$ cat src/hw/rtl/itp_pkg.sv
// ----------------------------------------------------------------------------
// itp_pkg
// shared types, token codes and operator priorities for the postfix converter
// ----------------------------------------------------------------------------
package itp_pkg;

   localparam int unsigned ITP_STACK_DEPTH = 16;
   localparam int unsigned OP_W            = 5;
   localparam int unsigned VAL_W           = 32;

   typedef logic [1:0]              func_type;
   typedef logic [1:0]              kind_type;
   typedef logic [1:0]              err_type;
   typedef logic [OP_W-1:0]         op_type;
   typedef logic signed [VAL_W-1:0] value_type;
   typedef logic signed [4:0]       prio_type;

   // token kinds on the request side
   localparam func_type FUNC_OPERAND  = 2'd0;
   localparam func_type FUNC_OPERATOR = 2'd1;
   localparam func_type FUNC_EOL      = 2'd2;

   // result kinds
   localparam kind_type KIND_OPERAND  = 2'd0;
   localparam kind_type KIND_OPERATOR = 2'd1;
   localparam kind_type KIND_LINE_END = 2'd2;
   localparam kind_type KIND_ERROR    = 2'd3;

   // error codes
   localparam err_type ERR_NONE      = 2'd0;
   localparam err_type ERR_UNMATCHED = 2'd1;
   localparam err_type ERR_OVERFLOW  = 2'd2;

   // operator numbers
   localparam op_type OP_DEREF  = 5'd0;
   localparam op_type OP_THEN   = 5'd2;
   localparam op_type OP_ENDIF  = 5'd4;
   localparam op_type OP_ASSIGN = 5'd8;
   localparam op_type OP_LPAR   = 5'd10;
   localparam op_type OP_RPAR   = 5'd11;
   localparam op_type OP_LSQ    = 5'd12;
   localparam op_type OP_RSQ    = 5'd13;
   localparam op_type OP_LOR    = 5'd14;
   localparam op_type OP_LAND   = 5'd15;
   localparam op_type OP_BOR    = 5'd16;
   localparam op_type OP_BXOR   = 5'd17;
   localparam op_type OP_BAND   = 5'd18;
   localparam op_type OP_EQ     = 5'd19;
   localparam op_type OP_NE     = 5'd20;
   localparam op_type OP_SHL    = 5'd21;
   localparam op_type OP_SHR    = 5'd22;
   localparam op_type OP_LE     = 5'd23;
   localparam op_type OP_LT     = 5'd24;
   localparam op_type OP_GE     = 5'd25;
   localparam op_type OP_GT     = 5'd26;
   localparam op_type OP_ADD    = 5'd27;
   localparam op_type OP_SUB    = 5'd28;
   localparam op_type OP_MUL    = 5'd29;
   localparam op_type OP_DIV    = 5'd30;
   localparam op_type OP_MOD    = 5'd31;

   typedef struct packed {
      kind_type  kind;
      op_type    op_code;
      logic      tag;
      value_type value;
      err_type   err;
   } result_type;

   function automatic prio_type op_prio(input op_type op);
      prio_type p;
      case (op)
         OP_ASSIGN:                       p = 5'sd0;
         OP_LOR:                          p = 5'sd1;
         OP_LAND:                         p = 5'sd2;
         OP_BOR:                          p = 5'sd3;
         OP_BXOR:                         p = 5'sd4;
         OP_BAND:                         p = 5'sd5;
         OP_EQ, OP_NE:                    p = 5'sd6;
         OP_SHL, OP_SHR, OP_LE, OP_LT:    p = 5'sd7;
         OP_GE, OP_GT:                    p = 5'sd8;
         OP_ADD, OP_SUB:                  p = 5'sd9;
         OP_MUL, OP_DIV, OP_MOD:          p = 5'sd10;
         default:                         p = -5'sd1;
      endcase
      return p;
   endfunction

   function automatic logic is_opener(input op_type op);
      return (op == OP_LPAR) || (op == OP_LSQ);
   endfunction

endpackage

$ cat src/hw/rtl/itp_req_if.sv
// ----------------------------------------------------------------------------
// itp_req_if
// token channel into the converter, one item per valid/ready handshake
// ----------------------------------------------------------------------------
interface itp_req_if;
   logic                  valid;
   logic                  ready;
   itp_pkg::func_type     func;
   itp_pkg::op_type       op_code;
   logic                  operand_tag;
   itp_pkg::value_type    operand_value;

   modport source (output valid, func, op_code, operand_tag, operand_value,
                   input ready);
   modport sink   (input valid, func, op_code, operand_tag, operand_value,
                   output ready);
endinterface

$ cat src/hw/rtl/itp_rsp_if.sv
// ----------------------------------------------------------------------------
// itp_rsp_if
// postfix result channel out of the converter
// ----------------------------------------------------------------------------
interface itp_rsp_if;
   logic                  valid;
   logic                  ready;
   itp_pkg::kind_type     out_kind;
   itp_pkg::op_type       out_op_code;
   logic                  out_operand_tag;
   itp_pkg::value_type    out_operand_value;
   itp_pkg::err_type      error_code;
   logic                  last;

   modport source (output valid, out_kind, out_op_code, out_operand_tag,
                   out_operand_value, error_code, last, input ready);
   modport sink   (input valid, out_kind, out_op_code, out_operand_tag,
                   out_operand_value, error_code, last, output ready);
endinterface

$ cat src/hw/rtl/infix_to_postfix_converter.sv
// ----------------------------------------------------------------------------
// infix_to_postfix_converter
// shunting-yard reordering of one line of tokens into postfix results
// ----------------------------------------------------------------------------
// an operand result is placed in the held result register in the work state
// and passed to the output register in the final state; the work state compares
// and pops one stack entry per cycle while no held result waits on a stalled
// output, and a new item is taken only once the block is back in idle
// reset: synchronous, clears the sequencer, stack count and output valid;
// stack storage is not cleared
module infix_to_postfix_converter #(
   parameter int unsigned STACK_DEPTH = itp_pkg::ITP_STACK_DEPTH
) (
   input  logic       clock,
   input  logic       reset,
   itp_req_if.sink    req,
   itp_rsp_if.source  rsp
);
   import itp_pkg::*;

   localparam int unsigned AW = $clog2(STACK_DEPTH);
   localparam int unsigned CW = $clog2(STACK_DEPTH + 1);

   typedef enum logic [1:0] {
      ST_IDLE,
      ST_WORK,
      ST_FIN
   } state_type;

   state_type  state_ff, state_in;
   logic [CW-1:0] cnt_ff, cnt_in;
   func_type   func_ff, func_in;
   op_type     op_ff, op_in;
   logic       tag_ff, tag_in;
   value_type  val_ff, val_in;
   logic       pend_valid_ff, pend_valid_in;
   result_type pend_ff, pend_in;
   logic       out_valid_ff, out_valid_in;
   result_type out_ff, out_in;
   logic       out_last_ff, out_last_in;

   logic          stack_we;
   logic [AW-1:0] stack_waddr;
   logic [AW-1:0] stack_raddr;
   op_type        top;

   logic          can_emit;
   logic          have;
   op_type        want;
   logic          push;
   result_type    new_res;

   itp_stack #(
      .DEPTH (STACK_DEPTH)
   ) u_stack (
      .clock   (clock),
      .wr_en   (stack_we),
      .wr_addr (stack_waddr),
      .wr_data (op_ff),
      .rd_addr (stack_raddr),
      .rd_data (top)
   );

   assign can_emit    = !out_valid_ff || rsp.ready;
   assign have        = (cnt_ff != '0);
   assign want        = (op_ff == OP_RPAR) ? OP_LPAR : OP_LSQ;
   assign stack_waddr = cnt_ff[AW-1:0];
   assign stack_raddr = (cnt_in == '0) ? '0 : AW'(cnt_in - CW'(1));

   always_comb begin
      state_in      = state_ff;
      cnt_in        = cnt_ff;
      func_in       = func_ff;
      op_in         = op_ff;
      tag_in        = tag_ff;
      val_in        = val_ff;
      pend_valid_in = pend_valid_ff;
      pend_in       = pend_ff;
      out_valid_in  = out_valid_ff;
      out_in        = out_ff;
      out_last_in   = out_last_ff;
      stack_we      = 1'b0;
      push          = 1'b0;
      new_res       = '0;

      if (out_valid_ff && rsp.ready) begin
         out_valid_in = 1'b0;
      end

      case (state_ff)
         ST_IDLE: begin
            if (req.valid) begin
               func_in  = req.func;
               op_in    = req.op_code;
               tag_in   = req.operand_tag;
               val_in   = req.operand_value;
               state_in = ST_WORK;
            end
         end
         ST_WORK: begin
            if (!pend_valid_ff || can_emit) begin
               case (func_ff)
                  FUNC_OPERAND: begin
                     push          = 1'b1;
                     new_res.kind  = KIND_OPERAND;
                     new_res.tag   = tag_ff;
                     new_res.value = val_ff;
                     state_in      = ST_FIN;
                  end
                  FUNC_EOL: begin
                     push = 1'b1;
                     if (have) begin
                        new_res.kind    = KIND_OPERATOR;
                        new_res.op_code = top;
                        cnt_in          = cnt_ff - CW'(1);
                     end else begin
                        new_res.kind = KIND_LINE_END;
                        state_in     = ST_FIN;
                     end
                  end
                  FUNC_OPERATOR: begin
                     if (op_ff == OP_THEN || op_ff == OP_ENDIF) begin
                        state_in = ST_FIN;
                     end else if (op_ff == OP_RPAR || op_ff == OP_RSQ) begin
                        if (have && !is_opener(top)) begin
                           push            = 1'b1;
                           new_res.kind    = KIND_OPERATOR;
                           new_res.op_code = top;
                           cnt_in          = cnt_ff - CW'(1);
                        end else if (have && top == want) begin
                           cnt_in   = cnt_ff - CW'(1);
                           state_in = ST_FIN;
                           if (op_ff == OP_RSQ) begin
                              push            = 1'b1;
                              new_res.kind    = KIND_OPERATOR;
                              new_res.op_code = OP_DEREF;
                           end
                        end else begin
                           push         = 1'b1;
                           new_res.kind = KIND_ERROR;
                           new_res.err  = ERR_UNMATCHED;
                           cnt_in       = '0;
                           state_in     = ST_FIN;
                        end
                     end else if (!is_opener(op_ff) && have && !is_opener(top)
                                  && op_prio(top) >= op_prio(op_ff)) begin
                        push            = 1'b1;
                        new_res.kind    = KIND_OPERATOR;
                        new_res.op_code = top;
                        cnt_in          = cnt_ff - CW'(1);
                     end else if (cnt_ff == CW'(STACK_DEPTH)) begin
                        push         = 1'b1;
                        new_res.kind = KIND_ERROR;
                        new_res.err  = ERR_OVERFLOW;
                        cnt_in       = '0;
                        state_in     = ST_FIN;
                     end else begin
                        stack_we = 1'b1;
                        cnt_in   = cnt_ff + CW'(1);
                        state_in = ST_FIN;
                     end
                  end
                  default: begin
                     state_in = ST_FIN;
                  end
               endcase
            end
         end
         ST_FIN: begin
            if (!pend_valid_ff) begin
               state_in = ST_IDLE;
            end else if (can_emit) begin
               out_valid_in  = 1'b1;
               out_in        = pend_ff;
               out_last_in   = 1'b1;
               pend_valid_in = 1'b0;
               state_in      = ST_IDLE;
            end
         end
         default: begin
            state_in = ST_IDLE;
         end
      endcase

      if (push) begin
         if (pend_valid_ff) begin
            out_valid_in = 1'b1;
            out_in       = pend_ff;
            out_last_in  = 1'b0;
         end
         pend_valid_in = 1'b1;
         pend_in       = new_res;
      end
   end

   always_ff @(posedge clock) begin
      if (reset) begin
         state_ff      <= ST_IDLE;
         cnt_ff        <= '0;
         pend_valid_ff <= 1'b0;
         out_valid_ff  <= 1'b0;
      end else begin
         state_ff      <= state_in;
         cnt_ff        <= cnt_in;
         pend_valid_ff <= pend_valid_in;
         out_valid_ff  <= out_valid_in;
      end
      func_ff     <= func_in;
      op_ff       <= op_in;
      tag_ff      <= tag_in;
      val_ff      <= val_in;
      pend_ff     <= pend_in;
      out_ff      <= out_in;
      out_last_ff <= out_last_in;
   end

   assign req.ready             = (state_ff == ST_IDLE);
   assign rsp.valid             = out_valid_ff;
   assign rsp.out_kind          = out_ff.kind;
   assign rsp.out_op_code       = out_ff.op_code;
   assign rsp.out_operand_tag   = out_ff.tag;
   assign rsp.out_operand_value = out_ff.value;
   assign rsp.error_code        = out_ff.err;
   assign rsp.last              = out_last_ff;

   // no held result may survive into the next item
   a_idle_no_pending: assert property (@(posedge clock) disable iff (reset)
      state_ff == ST_IDLE |-> !pend_valid_ff)
      else $error("held result left over when taking a new item");

   a_count_bound: assert property (@(posedge clock) disable iff (reset)
      cnt_ff <= CW'(STACK_DEPTH))
      else $error("stack count beyond depth");

   a_push_room: assert property (@(posedge clock) disable iff (reset)
      stack_we |-> cnt_ff < CW'(STACK_DEPTH))
      else $error("stack write while full");

   // an error always closes its item and carries a code
   a_error_last: assert property (@(posedge clock) disable iff (reset)
      out_valid_ff && out_ff.kind == KIND_ERROR |-> out_last_ff && out_ff.err != ERR_NONE)
      else $error("error result not final or without code");

endmodule

$ cat src/hw/rtl/itp_stack.sv
// ----------------------------------------------------------------------------
// itp_stack
// operator stack storage, one write port and one registered read port
// ----------------------------------------------------------------------------
module itp_stack #(
   parameter int unsigned DEPTH = itp_pkg::ITP_STACK_DEPTH
) (
   input  logic                     clock,
   input  logic                     wr_en,
   input  logic [$clog2(DEPTH)-1:0] wr_addr,
   input  itp_pkg::op_type          wr_data,
   input  logic [$clog2(DEPTH)-1:0] rd_addr,
   output itp_pkg::op_type          rd_data
);
   import itp_pkg::*;

   op_type mem [DEPTH];
   op_type rd_data_ff;

   always_ff @(posedge clock) begin
      if (wr_en) begin
         mem[wr_addr] <= wr_data;
      end
      rd_data_ff <= mem[rd_addr];
   end

   assign rd_data = rd_data_ff;

endmodule
$ cat src/flat_wrapper.sv
// flat-port wrapper written by rule: the top's interface ports become plain ports
module infix_to_postfix_converter_flat import itp_pkg::*;
#(
   parameter int unsigned STACK_DEPTH = itp_pkg::ITP_STACK_DEPTH
)
  (clock, reset, req_valid, req_func, req_op_code, req_operand_tag, req_operand_value, req_ready, rsp_valid, rsp_out_kind, rsp_out_op_code, rsp_out_operand_tag, rsp_out_operand_value, rsp_error_code, rsp_last, rsp_ready);
  itp_req_if req_i ();
  itp_rsp_if rsp_i ();
  input  logic clock;
  input  logic reset;
  input wire logic [$bits(req_i.valid)-1:0] req_valid;
  input wire logic [$bits(req_i.func)-1:0] req_func;
  input wire logic [$bits(req_i.op_code)-1:0] req_op_code;
  input wire logic [$bits(req_i.operand_tag)-1:0] req_operand_tag;
  input wire logic [$bits(req_i.operand_value)-1:0] req_operand_value;
  output wire logic [$bits(req_i.ready)-1:0] req_ready;
  output wire logic [$bits(rsp_i.valid)-1:0] rsp_valid;
  output wire logic [$bits(rsp_i.out_kind)-1:0] rsp_out_kind;
  output wire logic [$bits(rsp_i.out_op_code)-1:0] rsp_out_op_code;
  output wire logic [$bits(rsp_i.out_operand_tag)-1:0] rsp_out_operand_tag;
  output wire logic [$bits(rsp_i.out_operand_value)-1:0] rsp_out_operand_value;
  output wire logic [$bits(rsp_i.error_code)-1:0] rsp_error_code;
  output wire logic [$bits(rsp_i.last)-1:0] rsp_last;
  input wire logic [$bits(rsp_i.ready)-1:0] rsp_ready;
  assign req_i.valid = req_valid;
  assign req_i.func = req_func;
  assign req_i.op_code = req_op_code;
  assign req_i.operand_tag = req_operand_tag;
  assign req_i.operand_value = req_operand_value;
  assign req_ready = req_i.ready;
  assign rsp_valid = rsp_i.valid;
  assign rsp_out_kind = rsp_i.out_kind;
  assign rsp_out_op_code = rsp_i.out_op_code;
  assign rsp_out_operand_tag = rsp_i.out_operand_tag;
  assign rsp_out_operand_value = rsp_i.out_operand_value;
  assign rsp_error_code = rsp_i.error_code;
  assign rsp_last = rsp_i.last;
  assign rsp_i.ready = rsp_ready;
  infix_to_postfix_converter #(.STACK_DEPTH(STACK_DEPTH)) u_core (.clock(clock), .reset(reset), .req(req_i), .rsp(rsp_i));
endmodule
$ cat config.mk
export PLATFORM = sky130hd
export DESIGN_NAME = infix_to_postfix_converter_flat
export DESIGN_NICKNAME = d
export VERILOG_FILES = /design/src/hw/rtl/itp_pkg.sv /design/src/hw/rtl/itp_req_if.sv /design/src/hw/rtl/itp_rsp_if.sv /design/src/hw/rtl/infix_to_postfix_converter.sv /design/src/hw/rtl/itp_stack.sv /design/src/flat_wrapper.sv
export SDC_FILE = /design/constraint.sdc
export NUM_CORES = 1
export LEC_CHECK = 0
export BUFFER_PORTS_ARGS = -buffer_cell sky130_fd_sc_hd__buf_2
export CORE_MARGIN = 2
export CORE_UTILIZATION = 40
export DETAILED_ROUTE_END_ITERATION = 6
export GPL_ROUTABILITY_DRIVEN = 0
export PLACE_DENSITY = 0.67
export SYNTH_ARGS = -nofsm -noshare
export SYNTH_HDL_FRONTEND = slang
export SYNTH_SLANG_ARGS = --single-unit
export TNS_END_PERCENT = 50
$ cat constraint.sdc
create_clock -name clock -period 13.8 [get_ports clock]
set_clock_uncertainty 0.1 [all_clocks]
set_input_delay 2.76 -clock clock [delete_from_list [all_inputs] [get_ports clock]]
set_output_delay 2.76 -clock clock [all_outputs]
set_load 0.05 [all_outputs]
==> flow_metrics.py, run 1 <==
metrics = {
    "drt": {
        "vias_per_cell": 5.36,
        "drtIter0Drc": 618,
        "drt_wl_total_mm": 20.6,
        "ant_nets": 0,
        "vias": 6335,
        "route.detailed.drc": 0,
        "drt-wirelength-per-cell_microns": 17.4,
        "drtPass1Iterations": 6,
    },
    "global_routing": {
        "grt_pass1_wl_mm": 32.3,
        "grt_pass1_vias": 5918,
        "grt_max_degree": 85,
        "gr-total-overflow": 0,
        "grt_antenna_before_repair": 1,
        "gr-usage-all-layers_pct": 15.5,
    },
    "clocking": {
        "cts_buffer_depth": 3,
        "cts_resized": 0,
        "cts_root_buffer": "clkbuf_16",
        "clk_pin_slew_worst_paths_ps": 60,
        "worstSkewPairLatency_ps": 510,
        "hold_buffers": 0,
        "numCtsBuffers": 24,
        "htreeDepth": 1,
        "postCtsSetupRepairBufs": 0,
        "cts_tree": "done",
        "cts_sinks": 224,
    },
    "sta": {
        "min_period_over_period_pct": 51.0,
        "tightest_slew_ps": 1170,
        "relSlewSlack_pct": 21.9,
        "maxSlewViolCount": 0,
        "fin_setup_tns_ps": 0,
        "setup_viol": 0,
        "grt_setup_unrepaired": "false",
        "hold_viol": 0,
        "min_period_ps": 7040,
        "fmax_mhz": 142,
        "whs_ps": 413,
    },
    "yosys": {
        "synthTopCellsByArea": "edfxtp_1 62%, dfxtp_1 3.8%, and2_1 3.3%, mux2i_1 3.1%, ha_1 3.0%",
        "synth_warnings": 0,
        "synth_nets": 828,
        "synth.most_common_cell": "edfxtp_1",
        "syn_area_per_cell_sq_um": 13.1,
        "synth_top_area_share_pct": 61.8,
        "ys_seq_area_share_pct": 65.7,
        "netlist_instances": 760,
        "synth_area_sq_mm": 0.00996,
        "synth_top_area_cell": "edfxtp_1",
        "synth_edf_count": 205,
        "synthTopCellsByCount": "205 x edfxtp_1, 57 x nand2_1, 53 x and2_1",
        "synth_cell_types": 71,
        "async_flop_share_pct": 0,
        "synth_seq_cells": 224,
        "synthFlopType": "edfxtp_1",
    },
    "placed_design": {
        "dpl_cell_area_sq_mm": 0.0107,
        "portBuffers": 88,
        "placed_cells": 1139,
        "hpwlAfterDp_mm": 13.6,
    },
    "setup_path": {
        "crit_chain": "buf_2 -> nand3b_1 -> nand2_1 -> a21o_1 -> a22o_1 -> a31o_2 -> inv_1 -> ha_1 -> clkinv_1 -> o221ai_2 -> a21oi_2 -> o32a_1 -> o32ai_1",
        "cp.required_ps": 14120,
        "cp_slowest_cell": "a31o_2",
        "start_kind": "input pin",
        "arrival_ps": 7350,
        "critPathMaxFanout": 42,
        "critPathMaxStageDelay_ps": 900,
        "crit_path_end_kind": "flop",
        "crit_type": "input pin to flop",
    },
    "layout": {
        "nNetsFinal": 909,
        "syn2layout_area_growth_pct": 15.2,
        "final_cells": 1183,
        "drive_gt1_share_pct": 17.5,
        "final_area_sq_mm": 0.0115,
    },
    "floorplanning": {
        "dieHeight_microns": 162,
        "std_cell_rows": 57,
        "ioPinCount": 89,
        "dieArea_sq_mm": 0.0262,
        "start_util_pct": 40.8,
        "fp.dieW_microns": 162,
        "core_sq_mm": 0.0244,
    },
    "power": {
        "power.total_w": 0.00172,
        "leakagePower_nw": 4.34,
        "p_per_area_mw_per_mm2": 150,
        "ir_drop_uv": 97.4,
    },
    "job": {
        "maxCapViolations": 0,
    },
    "hold_path": {
        "min_path_type": "flop to flop",
    },
    "status": {
        "status": "complete, no violations",
    },
}
==> where the power goes <==
| group | total [W] | switching (W) | internal [W] |
|---|---|---|---|
| logic | 0.000295 | 0.000177 | 0.000118 |
| registers | 0.000813 | 0.0000401 | 0.000773 |
| clock network | 0.000612 | 0.000247 | 0.000365 |
==> routing by layer <==
layer	global-route usage [%]	vias to the layer above	wire length, microns
li1	-	3012	-
met1	21.6	2998	9100
met2	24.6	274	9330
met3	3.19	51	1570
met4	5.07	0	622
met5	0	-	0
==> final timing paths <==
kind / from / end / slack, ps / depth (start not counted)
max reg2reg: u_core.u_stack.rd_data[1] / u_core.u_stack.rd_data[1] / 7740 / 19
max: rsp_ready / u_core.u_stack.rd_data[1] / 6760 / 13
min reg2reg: u_core.pend_ff[36] / flop / 410 / 1
min: u_core.pend_ff[36] / flop / 410 / 1
==> logic make-up after synthesis <==
family | Yosys count | share of synthesized area (%)
AOI/OAI and AO/OA | 139 | 10.0
buffers and inverters | 58 | 2.31
DFF | 224 | 65.7
adders and majority gates | 24 | 3.02
muxes | 35 | 3.57
and+or+nand+nor | 273 | 14.7
xor gates and xnor gates | 7 | 0.691
==> cell usage in the layout, fill, tap and decap left out, types with 3 or more instances in the layout <==
cell / n
a21oi_1: 32
nor4b_1: 3
inv_1: 18
o31ai_1: 7
o32a_1: 4
a31oi_1: 4
mux2_2: 4
o22ai_1: 4
nor2_1: 47
nand2_1: 57
nand3_1: 9
dfxtp_1: 19
a21o_1: 4
and3_1: 36
edfxtp_1: 205
mux2i_1: 31
nor3_1: 23
a2111oi_2: 4
xnor2_1: 3
clkinv_1: 11
o211a_1: 6
xor2_1: 3
and2_1: 52
clkbuf_16: 25
nand2b_1: 11
nor2b_1: 11
o21ai_0: 30
o32ai_1: 5
o211ai_1: 6
buf_2: 88
a32oi_1: 4
ha_1: 24
buf_4: 6
==> critical path, delay by kind of cell <==
kind	cells	cell delay, ps
compound gates	7	2420
simple gates	2	680
buf+inv	3	990
fa+ha+maj	1	500
==> per-stage QoR <==
stage / setup WS [ps] / util, %
2_1_floorplan: 4550 / -
3_3_place_gp: 6400 / 43.9
3_5_place_dp: 6320 / 43.9
4_1_cts: 6810 / 47.0
5_1_grt: 6360 / 47.0
6_report: 6760 / 47.0
==> final cells by class <==
| class | count | area (sq um) |
|---|---|---|
| clock buffers | 27 | 633 |
| well taps | 324 | 405 |
| diodes | 1 | 2.50 |
| clock inverters | 16 | 124 |
| repair buffers | 94 | 485 |
| multi-input cells | 478 | 3220 |
| inverters | 19 | 71.3 |
| flip-flops and latches | 224 | 6540 |
| fillers | 2187 | 12900 |
Power figures use the tool's default switching activity.
==> inputs of run 2 (changes only) <==
Settings changed: ABC_AREA set to 1.
Clock period 13.8 ns to 6.5 ns, I/O delays scaled along.
==> flow_metrics.py, run 2 <==
metrics = {
    "setup_path": {
        "cp_slowest_cell": "buf_4",
        "crit_type": "flop to flop",
        "arrival_ps": 5140,
        "cp.required_ps": 6810,
        "critPathMaxFanout": 41,
        "crit_path_end_kind": "flop",
        "start_kind": "flop",
        "crit_top_cell": "nand2_1",
        "crit_start": "u_core.u_stack.rd_data[0]",
        "critPathMaxStageDelay_ps": 410,
        "r2r-start": "u_core.u_stack.rd_data[0]",
    },
    "layout": {
        "final_cell_mix": "209 x inv_1, 205 x edfxtp_1, 155 x nor2_1, 150 x nand2_1, 88 x buf_2",
        "drive_gt1_share_pct": 15.2,
        "nNetsFinal": 1146,
        "fill_cells": 2302,
        "layout_commonest_cell": "inv_1",
        "multi_input_area_sq_mm": 0.00257,
        "n_antenna_cell": 0,
        "syn2layout_area_growth_pct": 15.2,
        "seq_area_sq_mm": 0.00654,
    },
    "yosys": {
        "synth_mux_area_share_pct": 0,
        "yosys.area_share.simple_pct": 18.3,
        "synth_area_sq_mm": 0.0101,
        "synth.most_common_cell": "inv_1",
        "ys_seq_area_share_pct": 65.0,
        "synthTopCellsByCount": "210 x inv_1, 205 x edfxtp_1, 156 x nor2_1",
        "synth_top_family_by_area": "simple AND/OR/NAND/NOR gates",
        "synthXorXnorAreaFrac_pct": 0.696,
        "synth_seq_cells": 224,
        "synth_compound_area_share_pct": 3.49,
        "synth_top_area_share_pct": 61.2,
        "synthAdderAreaFrac_pct": 2.98,
        "synth_edf_count": 205,
        "synth_cell_types": 35,
        "synth_top_area_cell": "edfxtp_1",
        "synth_warnings": 0,
        "netlist_instances": 981,
        "syn_area_per_cell_sq_um": 10.3,
        "synth_nets": 1049,
        "synthTopCellsByArea": "edfxtp_1 61%, inv_1 7.8%, nor2_1 5.8%, nand2_1 5.6%, nand3_1 4.0%",
        "synthFlopType": "edfxtp_1",
        "async_flop_share_pct": 0,
    },
    "clocking": {
        "cts_root_buffer": "clkbuf_16",
        "clk_pin_slew_worst_paths_ps": 60,
        "worstSkewPairLatency_ps": 510,
        "numCtsBuffers": 25,
        "cts_resized": 0,
        "postCtsSetupRepairBufs": 0,
        "hold_buffers": 0,
        "cts_tree": "done",
        "cts_buffer_depth": 3,
        "htreeDepth": 1,
        "cts_sinks": 224,
    },
    "floorplanning": {
        "core_sq_mm": 0.0250,
        "start_util_pct": 40.3,
        "std_cell_rows": 58,
        "ioPinCount": 89,
        "dieHeight_microns": 163,
        "fp.dieW_microns": 163,
        "dieArea_sq_mm": 0.0264,
    },
    "drt": {
        "ant_nets": 0,
        "drt_wl_total_mm": 20.2,
        "drtPass1Iterations": 5,
        "vias_per_cell": 4.62,
        "drt-wirelength-per-cell_microns": 14.2,
        "drtIter0Drc": 533,
        "route.detailed.drc": 0,
        "vias": 6590,
    },
    "sta": {
        "grt_setup_unrepaired": "false",
        "fmax_mhz": 207,
        "setup_viol": 0,
        "tightest_slew_ps": 761,
        "min_period_over_period_pct": 74.3,
        "relSlewSlack_pct": 49.3,
        "min_period_ps": 4830,
        "hold_viol": 0,
        "fin_setup_tns_ps": 0,
        "maxSlewViolCount": 0,
        "setup_ws_ps": 1670,
    },
    "placed_design": {
        "dp_slack_ps": 1580,
        "portBuffers": 88,
        "hpwlAfterDp_mm": 13.5,
    },
    "hold_path": {
        "hold_path.startpoint": "u_core.state_ff[1]",
        "min_path_type": "flop to flop",
    },
    "power": {
        "pwr-share-seq_pct": 35.8,
        "power_frac_comb_pct": 38.9,
        "p_int_w": 0.00316,
        "leakagePower_nw": 5.22,
        "ir_drop_uv": 274,
        "p_clk_share_pct": 25.3,
        "p_per_area_mw_per_mm2": 451,
        "p_sw_w": 0.00206,
        "swShare_pct": 39.5,
    },
    "global_routing": {
        "gr-usage-all-layers_pct": 15.4,
        "grt_antenna_before_repair": 0,
        "grt_max_degree": 46,
        "gr-total-overflow": 0,
        "grt_pass1_wl_mm": 32.5,
        "grt_pass1_vias": 6263,
    },
    "job": {
        "maxCapViolations": 0,
    },
    "status": {
        "status": "complete, no violations",
    },
}
run 2: cell count changes after synthesis, moves of 31 or more:
cell | previous run | this run
nand2_1 | 57 | 150
nor2_1 | 48 | 156
inv_1 | 18 | 210
nand3_1 | 9 | 80
and2_1 | 53 | 0
mux2i_1 | 31 | 0
and3_1 | 36 | 0
run 2: cells by family after synthesis:
family,after synthesis
adders and majority gates,24
DFF,224
AOI/OAI and AO/OA,60
and+or+nand+nor,425
buffers and inverters,240
xor gates and xnor gates,8
run 2: critical path, delay by kind of cell, from the launching register on:
kind	cells	cell delay, ps
adder cells (fa/ha/maj)	3	800
flip-flops	1	310
AO/OA/AOI/OAI	4	690
buffers and inverters	4	950
AND/OR/NAND/NOR	19	1860
run 2: path summary, 6_finish.rpt:
| check | to | depth (start not counted) | slack, ps |
|---|---|---|---|
| worst max register to register | u_core.u_stack.rd_data[4] | 30 | 1670 |
| worst max-delay path | u_core.u_stack.rd_data[4] | 30 | 1670 |
| worst min-delay path | u_core.state_ff[1] | 2 | 420 |
| worst min register to register | u_core.state_ff[1] | 2 | 420 |
run 2: power by group through the flow:
stage,sequential [W],clock (W),combinational [W]
2_1_floorplan,0.00188,0,0.00161
3_3_place_gp,0.00190,0,0.00200
3_5_place_dp,0.00190,0,0.00203
4_1_cts,0.00187,0.00135,0.00204
5_1_grt,0.00189,0.00141,0.00231
6_report,0.00187,0.00132,0.00203
run 2: final cells by class:
type	instances	area share (%)
inverters	215	6.96
flip-flops and latches	224	56.4
multi-input cells	517	22.2
clock buffers	31	5.59
well taps	330	3.56
repair buffers	95	4.25
clock inverters	14	1.03
run 2: per-layer routing:
layer  vias to the layer above  global-route usage [%]  part of all wire, %
met3                        46                    2.90                  6.7
li1                       3329                       -                    -
met2                       201                    24.9                   46
met1                      3014                    21.1                   44
met5                         -                       0                    0
met4                         0                    4.95                  3.1
run 2: metrics by stage:
stage               cell area, sq um  hold WS (ps)  total power (W)  cells  util, %
finish                         11600           422          0.00523   1426     46.4
global route                   11600           456          0.00560   1426     46.4
CTS                            11600           423          0.00526   1426     46.4
detailed placement             10800           402          0.00393   1381     43.3
global placement               10800           398          0.00390   1381     43.3
floorplan                      10100           381          0.00350    981        -
==> inputs of run 3 (changes only) <==
Settings changed: PLACE_DENSITY 0.67 to 0.69.
Clock period 6.5 ns to 4.1 ns, I/O delays scaled along.
==> flow_metrics.py, run 3 (same netlist as run 2, synthesis figures left out) <==
metrics = {
    "status": {
        "status": "complete, no violations",
    },
    "placed_design": {
        "dpl_cell_area_sq_mm": 0.0110,
        "portBuffers": 88,
        "dp_slack_ps": 96.4,
        "hpwlAfterDp_mm": 14.3,
        "placed_cells": 1393,
    },
    "layout": {
        "drive_gt1_share_pct": 19.3,
        "n_antenna_cell": 0,
        "nNetsFinal": 1173,
        "final_cell_mix": "205 x inv_1, 205 x edfxtp_1, 153 x nor2_1, 148 x nand2_1, 88 x buf_2",
        "final_cells": 1453,
        "post-route-util_pct": 48.3,
        "syn2layout_area_growth_pct": 19.8,
        "fill_cells": 2287,
        "final_area_sq_mm": 0.0121,
    },
    "sta": {
        "min_period_over_period_pct": 95.5,
        "tightest_slew_ps": 598,
        "setup_ws_ps": 184,
        "setup_viol": 0,
        "min_period_ps": 3920,
        "maxSlewViolCount": 0,
        "hold_viol": 0,
        "relSlewSlack_pct": 59.7,
        "fin_setup_tns_ps": 0,
        "fmax_mhz": 255,
    },
    "floorplanning": {
        "dieHeight_microns": 163,
        "std_cell_rows": 58,
        "dieArea_sq_mm": 0.0264,
        "fp.dieW_microns": 163,
        "core_sq_mm": 0.0250,
        "ioPinCount": 89,
        "start_util_pct": 40.3,
    },
    "clocking": {
        "cts_tree": "done",
        "cts_buffer_depth": 3,
        "cts_root_buffer": "clkbuf_16",
        "htreeDepth": 1,
        "clk_pin_slew_worst_paths_ps": 60,
        "numCtsBuffers": 24,
        "cts_sinks": 224,
        "worstSkewPairLatency_ps": 520,
    },
    "power": {
        "p_per_area_mw_per_mm2": 757,
        "leakagePower_nw": 5.41,
        "ir_drop_uv": 486,
    },
    "drt": {
        "drt-wirelength-per-cell_microns": 14.7,
        "drtPass1Iterations": 5,
        "vias_per_cell": 4.69,
        "route.detailed.drc": 0,
        "vias": 6812,
        "ant_nets": 0,
        "drtIter0Drc": 545,
        "drt_wl_total_mm": 21.3,
    },
    "setup_path": {
        "critPathMaxStageDelay_ps": 380,
        "cp_slowest_cell": "dfxtp_2",
        "start_kind": "flop",
        "crit_path_end_kind": "flop",
        "arrival_ps": 4220,
        "crit_type": "flop to flop",
        "crit_top_cell": "nand2_1",
        "critPathMaxFanout": 11,
        "cp.required_ps": 4410,
    },
    "global_routing": {
        "gr-usage-all-layers_pct": 15.5,
        "grt_pass1_wl_mm": 32.6,
        "grt_antenna_before_repair": 0,
        "grt_pass1_vias": 6441,
        "grt_max_degree": 41,
        "gr-total-overflow": 0,
    },
    "job": {
        "maxCapViolations": 0,
    },
    "hold_path": {
        "min_path_type": "input pin to flop",
    },
}
## run 3: layout make-up
type,count,area (sq um),area share (%)
sequential,224,6540,54.2
multi-input combinational,518,2690,22.3
inverter,215,823,6.83
timing repair buffer,122,776,6.44
clock buffer,25,604,5.01
tap,330,413,3.43
clock inverter,19,208,1.72
## run 3: what timing repair did
item                       CTS  global route
setup endpoints to repair    0             5
hold buffers                 0             0
resized for setup            0            26
setup buffers                0            11
## run 3: metrics by stage
step	total power [W]	hold slack (ps)
finish	0.00913	375
global route	0.00967	358
CTS	0.00854	354
detailed placement	0.00634	416
global placement	0.00628	399
floorplan	0.00561	381
## run 3: per-layer routing
layer  up-vias  wire (microns)  GRT usage, %
met5         -               0             0
met4         0             676          5.67
met3        53            1440          2.57
met2       230            9890          25.5
met1      3142            9290          20.7
li1       3387               -             -
## run 3: power by group
| group | switching [W] | internal (W) |
|---|---|---|
| clock | 0.000867 | 0.00133 |
| combinational | 0.00252 | 0.00148 |
| sequential | 0.000129 | 0.00280 |
| total | 0.00352 | 0.00561 |
## run 3: critical path, delay by kind of cell, from the launching register on
family	cells	cell delay (ps)
fa+ha+maj	3	650
compound gates	6	660
simple gates	14	1360
buf+inv	4	480
xor+xnor	1	160
flops	1	380
## run 3: final timing paths
kind / startpoint / cells past startpoint / slack, ps / to
min: req_operand_value[25] / 1 / 370 / u_core.val_ff[25]
max reg2reg: u_core.u_stack.rd_data[1] / 28 / 180 / u_core.u_stack.rd_data[2]
min reg2reg: u_core.state_ff[1] / 2 / 420 / u_core.state_ff[1]
max: u_core.u_stack.rd_data[1] / 28 / 180 / u_core.u_stack.rd_data[2]
